**config.mk**
```make
export PLATFORM = sky130hd
export DESIGN_NAME = consume_once_slot_table_unit
export DESIGN_NICKNAME = d
export VERILOG_FILES = /design/src/hw/rtl/cost_pkg.sv /design/src/hw/rtl/consume_once_slot_table_unit.sv
export SDC_FILE = /design/constraint.sdc
export NUM_CORES = 2
export LEC_CHECK = 0
export BUFFER_PORTS_ARGS = -buffer_cell sky130_fd_sc_hd__buf_2
export CAP_MARGIN = 20
export CORE_UTILIZATION = 45
export DETAILED_ROUTE_END_ITERATION = 12
export SLEW_MARGIN = 20
export SYNTH_ARGS = -nofsm -noshare
export SYNTH_HDL_FRONTEND = slang
export SYNTH_SLANG_ARGS = --single-unit
```
**constraint.sdc**
```tcl
create_clock -name i_clk -period 8.44 [get_ports i_clk]
set_input_delay 0.844 -clock i_clk [delete_from_list [all_inputs] [get_ports i_clk]]
set_output_delay 0.844 -clock i_clk [all_outputs]
set_load 0.05 [all_outputs]
```
**src/hw/rtl/cost_pkg.sv**
```systemverilog
// Shared types and constants for the consume-once slot table.
// Holds the beat structs for both channels, request codes and status codes.
// No dependencies.
`timescale 1ns / 1ps

package cost_pkg;

    localparam int MAX_SLOTS   = 64;
    localparam int HANDLE_BITS = 32;
    localparam int IDX_W       = $clog2(MAX_SLOTS);
    localparam int COUNT_W     = $clog2(MAX_SLOTS + 1);
    localparam int REQ_W       = 3;
    localparam int SLOT_W      = 7;
    localparam int CAP_W       = 7;
    localparam int STATUS_W    = 4;
    localparam int REM_W       = 7;
    localparam int HANDLE_W    = 32;
    localparam int APB_AW      = 3;
    localparam int APB_DW      = 32;

    localparam logic [CAP_W-1:0] CAP_RESET = CAP_W'(64);

    localparam logic [REQ_W-1:0] REQ_APPEND      = 3'd0;
    localparam logic [REQ_W-1:0] REQ_SEQ_CONSUME = 3'd1;
    localparam logic [REQ_W-1:0] REQ_LOCK        = 3'd2;
    localparam logic [REQ_W-1:0] REQ_IDX_CONSUME = 3'd3;
    localparam logic [REQ_W-1:0] REQ_CONSUME_ALL = 3'd4;
    localparam logic [REQ_W-1:0] REQ_UNLOCK      = 3'd5;

    localparam logic [STATUS_W-1:0] ST_OK              = 4'd0;
    localparam logic [STATUS_W-1:0] ST_FULL            = 4'd1;
    localparam logic [STATUS_W-1:0] ST_SEQ_LOCKED      = 4'd2;
    localparam logic [STATUS_W-1:0] ST_ALREADY_LOCKED  = 4'd3;
    localparam logic [STATUS_W-1:0] ST_CONSUMED_BEFORE = 4'd4;
    localparam logic [STATUS_W-1:0] ST_NOT_LOCKED      = 4'd5;
    localparam logic [STATUS_W-1:0] ST_RANGE           = 4'd6;
    localparam logic [STATUS_W-1:0] ST_DUPLICATE       = 4'd7;
    localparam logic [STATUS_W-1:0] ST_LEFT            = 4'd8;

    localparam logic [APB_AW-1:0] ADDR_CAPACITY = 3'd0;

    typedef struct packed {
        logic [REQ_W-1:0]    req_type;
        logic [HANDLE_W-1:0] handle_in;
        logic [SLOT_W-1:0]   slot_number;
    } t_req;

    typedef struct packed {
        logic [HANDLE_W-1:0] handle_out;
        logic                found;
        logic [STATUS_W-1:0] status;
        logic [REM_W-1:0]    remaining_count;
    } t_rsp;

endpackage

```
**src/hw/rtl/consume_once_slot_table_unit.sv**
```systemverilog
// An accepted request moves through the pending stage into the output register.
// Throughput: one request per cycle; the request stall follows the result stall
// through one pending stage and the output register.
// Reset clears the entry and unconsumed counts, the lock flag and all consumed
// flags, and sets capacity to 64. The handle memory is not cleared.
// Top level of the consume-once slot table; depends on cost_pkg.
`timescale 1ns / 1ps

module consume_once_slot_table_unit (
    input  logic                                i_clk,
    input  logic                                i_rst_n,
    input  logic                                i_in_valid,
    output logic                                o_in_stall,
    input  cost_pkg::t_req                      i_in_data,
    output logic                                o_out_valid,
    input  logic                                i_out_stall,
    output cost_pkg::t_rsp                      o_out_data,
    input  logic                                psel,
    input  logic                                penable,
    input  logic                                pwrite,
    input  logic [cost_pkg::APB_AW-1:0]         paddr,
    input  logic [cost_pkg::APB_DW-1:0]         pwdata,
    output logic [cost_pkg::APB_DW-1:0]         prdata,
    output logic                                pready
);
    import cost_pkg::*;

    logic [CAP_W-1:0]     r_capacity;
    logic [MAX_SLOTS-1:0] r_used, n_used;
    logic [COUNT_W-1:0]   r_entry_cnt, n_entry_cnt;
    logic [COUNT_W-1:0]   r_unc_cnt, n_unc_cnt;
    logic                 r_lock, n_lock;

    logic [HANDLE_W-1:0]  r_handle_mem [MAX_SLOTS];
    logic [HANDLE_W-1:0]  r_rd_data;

    logic                 r_pend;
    logic                 r_pend_found;
    logic [STATUS_W-1:0]  r_pend_status;
    logic [REM_W-1:0]     r_pend_remain;

    logic                 r_out_valid;
    t_rsp                 r_out_data;

    logic                 in_accept;
    logic                 pend_move;
    logic                 mem_we;
    logic                 mem_re;
    logic [IDX_W-1:0]     mem_addr;
    logic                 n_found;
    logic [STATUS_W-1:0]  n_status;
    logic [COUNT_W-1:0]   eff_cap;
    logic [IDX_W-1:0]     first_free;
    logic [IDX_W-1:0]     slot_idx;
    logic                 cfg_we;

    assign pready    = 1'b1;
    assign cfg_we    = psel && penable && pwrite && (paddr[APB_AW-1] == ADDR_CAPACITY[APB_AW-1]);
    assign prdata    = (paddr[APB_AW-1] == ADDR_CAPACITY[APB_AW-1])
                       ? APB_DW'(r_capacity) : '0;

    assign pend_move  = r_pend && (!r_out_valid || !i_out_stall);
    assign o_in_stall = r_pend && !pend_move;
    assign in_accept  = i_in_valid && !o_in_stall;

    assign o_out_valid = r_out_valid;
    assign o_out_data  = r_out_data;

    always_comb begin
        if (r_capacity == '0) begin
            eff_cap = COUNT_W'(1);
        end else if (COUNT_W'(r_capacity) > COUNT_W'(MAX_SLOTS)) begin
            eff_cap = COUNT_W'(MAX_SLOTS);
        end else begin
            eff_cap = COUNT_W'(r_capacity);
        end
    end

    always_comb begin
        first_free = '0;
        for (int i = MAX_SLOTS - 1; i >= 0; i--) begin
            if (!r_used[i]) begin
                first_free = IDX_W'(i);
            end
        end
    end

    assign slot_idx = IDX_W'(i_in_data.slot_number - SLOT_W'(1));

    always_comb begin
        n_used      = r_used;
        n_entry_cnt = r_entry_cnt;
        n_unc_cnt   = r_unc_cnt;
        n_lock      = r_lock;
        n_found     = 1'b0;
        n_status    = ST_OK;
        mem_we      = 1'b0;
        mem_re      = 1'b0;
        mem_addr    = r_entry_cnt[IDX_W-1:0];
        case (i_in_data.req_type)
            REQ_APPEND: begin
                if (r_entry_cnt >= eff_cap || r_entry_cnt >= COUNT_W'(MAX_SLOTS)) begin
                    n_status = ST_FULL;
                end else begin
                    mem_we                            = 1'b1;
                    n_used[r_entry_cnt[IDX_W-1:0]]    = 1'b0;
                    n_entry_cnt                       = r_entry_cnt + COUNT_W'(1);
                    n_unc_cnt                         = r_unc_cnt + COUNT_W'(1);
                end
            end
            REQ_SEQ_CONSUME: begin
                if (r_lock) begin
                    n_status = ST_SEQ_LOCKED;
                end else if (r_unc_cnt != '0) begin
                    mem_re             = 1'b1;
                    mem_addr           = first_free;
                    n_used[first_free] = 1'b1;
                    n_unc_cnt          = r_unc_cnt - COUNT_W'(1);
                    n_found            = 1'b1;
                end
            end
            REQ_LOCK: begin
                if (r_lock) begin
                    n_status = ST_ALREADY_LOCKED;
                end else if (r_unc_cnt != r_entry_cnt) begin
                    n_status = ST_CONSUMED_BEFORE;
                end else begin
                    n_lock = 1'b1;
                end
            end
            REQ_IDX_CONSUME: begin
                if (!r_lock) begin
                    n_status = ST_NOT_LOCKED;
                end else if (i_in_data.slot_number == '0
                             || COUNT_W'(i_in_data.slot_number) > r_entry_cnt) begin
                    n_status = ST_RANGE;
                end else if (r_used[slot_idx]) begin
                    n_status = ST_DUPLICATE;
                end else begin
                    mem_re           = 1'b1;
                    mem_addr         = slot_idx;
                    n_used[slot_idx] = 1'b1;
                    n_unc_cnt        = r_unc_cnt - COUNT_W'(1);
                    n_found          = 1'b1;
                end
            end
            REQ_CONSUME_ALL: begin
                if (!r_lock) begin
                    n_status = ST_NOT_LOCKED;
                end else begin
                    for (int i = 0; i < MAX_SLOTS; i++) begin
                        if (COUNT_W'(i) < r_entry_cnt) begin
                            n_used[i] = 1'b1;
                        end
                    end
                    n_unc_cnt = '0;
                end
            end
            REQ_UNLOCK: begin
                if (!r_lock) begin
                    n_status = ST_NOT_LOCKED;
                end else if (r_unc_cnt != '0) begin
                    n_status = ST_LEFT;
                end else begin
                    n_lock = 1'b0;
                end
            end
            default: begin
            end
        endcase
    end

    always_ff @(posedge i_clk) begin
        if (!i_rst_n) begin
            r_capacity  <= CAP_RESET;
            r_used      <= '0;
            r_entry_cnt <= '0;
            r_unc_cnt   <= '0;
            r_lock      <= 1'b0;
            r_pend      <= 1'b0;
            r_out_valid <= 1'b0;
        end else begin
            if (cfg_we) begin
                r_capacity <= pwdata[CAP_W-1:0];
            end
            if (in_accept) begin
                r_used      <= n_used;
                r_entry_cnt <= n_entry_cnt;
                r_unc_cnt   <= n_unc_cnt;
                r_lock      <= n_lock;
                r_pend      <= 1'b1;
            end else if (pend_move) begin
                r_pend <= 1'b0;
            end
            if (pend_move) begin
                r_out_valid <= 1'b1;
            end else if (!i_out_stall) begin
                r_out_valid <= 1'b0;
            end
        end
    end

    always_ff @(posedge i_clk) begin
        if (in_accept) begin
            r_pend_found  <= n_found;
            r_pend_status <= n_status;
            r_pend_remain <= REM_W'(n_unc_cnt);
        end
        if (pend_move) begin
            r_out_data.handle_out      <= r_pend_found ? r_rd_data : '0;
            r_out_data.found           <= r_pend_found;
            r_out_data.status          <= r_pend_status;
            r_out_data.remaining_count <= r_pend_remain;
        end
    end

    always_ff @(posedge i_clk) begin
        if (in_accept && mem_we) begin
            r_handle_mem[mem_addr] <= i_in_data.handle_in;
        end
        if (in_accept && mem_re) begin
            r_rd_data <= r_handle_mem[mem_addr];
        end
    end

endmodule

```
==> metrics.md <==
| Metric | Value |
|---|---|
| Final Hold Vio Count | `0` |
| H-tree Lvls | `4` |
| Share of layout cells above drive strength 1 | `0.189` |
| CTS Buffer Depth | `3` |
| Post-synth EDFFs | `2136` |
| Largest net degree at the start of global routing | `127` |
| CP Class | `in2reg` |
| Buffers on Ports | `109` |
| Initial antenna violation count | `23` |
| Placement Cell Area | `101000 um2` |
| Top Ports | `163` |
| Post-layout min period | `6.62 ns` |
| CTS tree | `built` |
| Vias in the first global route | `59000` |
| Gpl congestion | `0.918` |
| Total GRT Usage | `0.298` |
| CTS-repair resized insts | `0` |
| Yosys top cell by area | `edfxtp_1` |
| Number of iterations in the first detailed-routing pass | `5` |
| Post-CTS Hold Fix Bufs | `0` |
| Fin nets | `6840` |
| Worst min path class | `in2reg` |
| Type of destination of the critical path | `register` |
| Top cell type's share of synthesized area | `0.695` |
| WHS Path Cells | `2` |
| PD cells | `214 nW/um2` |
| Final Skew | `0.0640 ns` |
| Dpl cells | `9186` |
| CTS root buf | `clkbuf_16` |
| Starting density of the core | `0.455` |
| WL final | `313 mm` |
| Initial DRC Count | `8685` |
| Postcts setup bufs | `0` |
| Die H | `455 um` |
| Synth warnings | `0` |
| Die width | `455 um` |
| Slew HR | `0.104` |
| Worst-Margin Slew | `1.34 ns` |
| Cell variety after synth | `101` |
| Post-route setup TNS | `0 ns` |
| Synth Register Bits | `2224` |
| Mapped Avg Cell Area | `14.5 um2` |
| Area contributors post-synth | `edfxtp_1 (69%), mux2_2 (2.4%), mux2i_1 (2.4%)` |
| Std cell rows | `165` |
| Worst-skew pair later-pin latency | `0.91 ns` |
| RSZ-0062 raised after global routing | `no` |
| CTS clock-pin slew for the worst setup and hold paths | `0.06 ns` |
| Area of the core | `203000 um2` |
| Max-capacitance violation count | `0` |
| Syn Inst Count | `6347` |
| Register area share after synthesis | `0.714` |
| VDD IR-drop max | `228 uV` |
| DP HPWL | `190 mm` |
| Worst r2r path cells | `18` |
| Main flop type after synthesis | `edfxtp_1` |
| Ys async rst share | `0` |
| CP Launch Type | `primary input` |
| Period utilization | `0.785` |
| # setup viols final | `0` |
| DIE AREA | `207000 um2` |
| Pleak | `35.4 nW` |
| Non-Filler Instances | `9603` |
| Worst Path Max Fanout | `22` |
| Cts bufs inserted | `222` |
| Fillers | `16500` |
| Post-Syn Area | `92300 um2` |
| Final slew viol count | `0` |
| Vias | `62600` |
| Status | `finished, final reports clean` |
| First-pass GRT wire length | `440 mm` |
| Area Overhead vs Synth | `16.8%` |
| Num Clock Sinks | `2224` |
| FMAX | `151 MHz` |
| Design Area, Final | `108000 um2` |
| DRT antenna net count | `0` |
| Vias per cell | `6.52` |
| Global route overflow | `0` |
| Residual DRC | `0` |
| Data required, critical path | `9.06 ns` |
| Wirelength per Cell | `32.6 um` |
| Worst Path Arrival | `7.24 ns` |
## worst paths after layout
kind / start / to / slack (ns)
hold / removal: i_in_valid / r_pend$_SDFFE_PN0P_ / 0.19
setup / recovery: i_in_data[1] / r_rd_data[6]$_DFFE_PP_ / 1.82
setup reg to reg: r_unc_cnt[0]$_SDFFE_PN0P_ / r_rd_data[6]$_DFFE_PP_ / 2.33
hold reg to reg: r_pend_remain[3]$_DFFE_PP_ / o_out_data[3]$_DFFE_PP_ / 0.42
## state kept, by name (all words and copies together) (netlist names)
register	flops
r_handle_mem	2048
r_used	64
o_out_data	44
r_rd_data	32
r_capacity	7
r_entry_cnt	7
r_pend_remain	7
r_unc_cnt	7
r_pend_status	4
o_out_valid	1
r_lock	1
r_pend	1
r_pend_found	1
## per-stage QoR
step | hold WS (ns) | power [mW] | util | setup WS [ns]
after floorplan | 0.400 | 12.9 | - | 1.77
after global placement | 0.410 | 13.3 | 0.495 | 1.25
after detailed placement | 0.405 | 13.4 | 0.495 | 1.06
after CTS | 0.137 | 23.1 | 0.531 | 1.94
after global routing | 0.183 | 23.6 | 0.532 | 1.78
final | 0.192 | 23.1 | 0.532 | 1.82
## cells in the mapped netlist, types with 39 or more instances
cell type  number
a2111oi_0      45
a211o_1        39
a211oi_1      164
a21boi_0       53
a21o_1         49
a21oi_1       396
a221oi_1      165
a22oi_1       173
a31oi_1        97
and2_1         57
and3_1        118
buf_2         130
buf_4          67
clkbuf_1      231
dfxtp_1        88
edfxtp_1     2136
mux2_2        197
mux2i_1       219
nand2_1       461
nand3_1       144
nand4_1        61
nor2_1        215
nor3_1        103
o21ai_0       280
o22ai_1        52
or3_1          43
## final cells by class
type	instances	area [um2]	share of cell area
multi-input cells	3630	24800	0.230
repair buffers	620	6420	0.0595
inverters	40	150	0.00139
clock inverters	151	1550	0.0144
well taps	2672	3340	0.0310
diodes	3	7.51	0.0000696
flip-flops and latches	2224	65900	0.611
clock buffers	263	5740	0.0532
## critical path: stages
cell and delay, ns:
buf_2 0.16, inv_1 0.07, ha_1 0.55, xor2_4 0.67, or3_1 0.19, o21ai_1 0.06
a211o_1 0.30, a221o_1 0.41, nor3_2 0.54, or4_1 0.33, and2_1 0.63, nor3_4 0.10
buf_4 0.17, nand2_1 0.43, buf_4 0.24, o22ai_1 0.11, a2111oi_0 0.98, buf_4 0.30
nand4_1 0.10
## kinds of logic after synthesis
group                    share of synthesized area
AO/OA/AOI/OAI                                0.134
XOR/XNOR                                   0.00202
adder cells (fa/ha/maj)                    0.00244
buffers and inverters                       0.0275
flip-flops                                   0.714
multiplexers                                0.0492
other                                    0.0000813
AND/OR/NAND/NOR                             0.0708
## routing by layer
| metal | GRT usage | part of all wire | wire length (um) |
|---|---|---|---|
| met1 | 0.411 | 0.40 | 124000 |
| met2 | 0.469 | 0.46 | 144000 |
| met3 | 0.0530 | 0.099 | 31100 |
| met4 | 0.119 | 0.043 | 13500 |
| met5 | 0 | 0.00019 | 61 |
## report_power, final
part	switching [mW]	internal, mW
clock	4.37	5.56
sequential	0.0313	12.1
combinational	0.693	0.291
total	5.09	18.0
## cells in the final DEF (no fill, tap or decap), types with 39 or more instances in the layout
cell type  instances
a2111oi_0         44
a211o_1           39
a211oi_1         164
a21boi_0          52
a21o_1            49
a21oi_1          396
a221oi_1         165
a22oi_1          173
a31oi_1           97
and2_1            57
and3_1           118
buf_12           159
buf_2             91
buf_4            369
clkbuf_1          39
clkbuf_16        223
clkinv_1          56
clkinv_2          47
dfxtp_1           88
edfxtp_1        2136
mux2_2           197
mux2i_1          219
nand2_1          460
nand3_1          140
nand4_1           61
nor2_1           139
nor2_4            71
nor3_1            88
o21ai_0          280
o22ai_1           52
or3_1             43
Note: power is estimated with default switching activity, not from simulation.
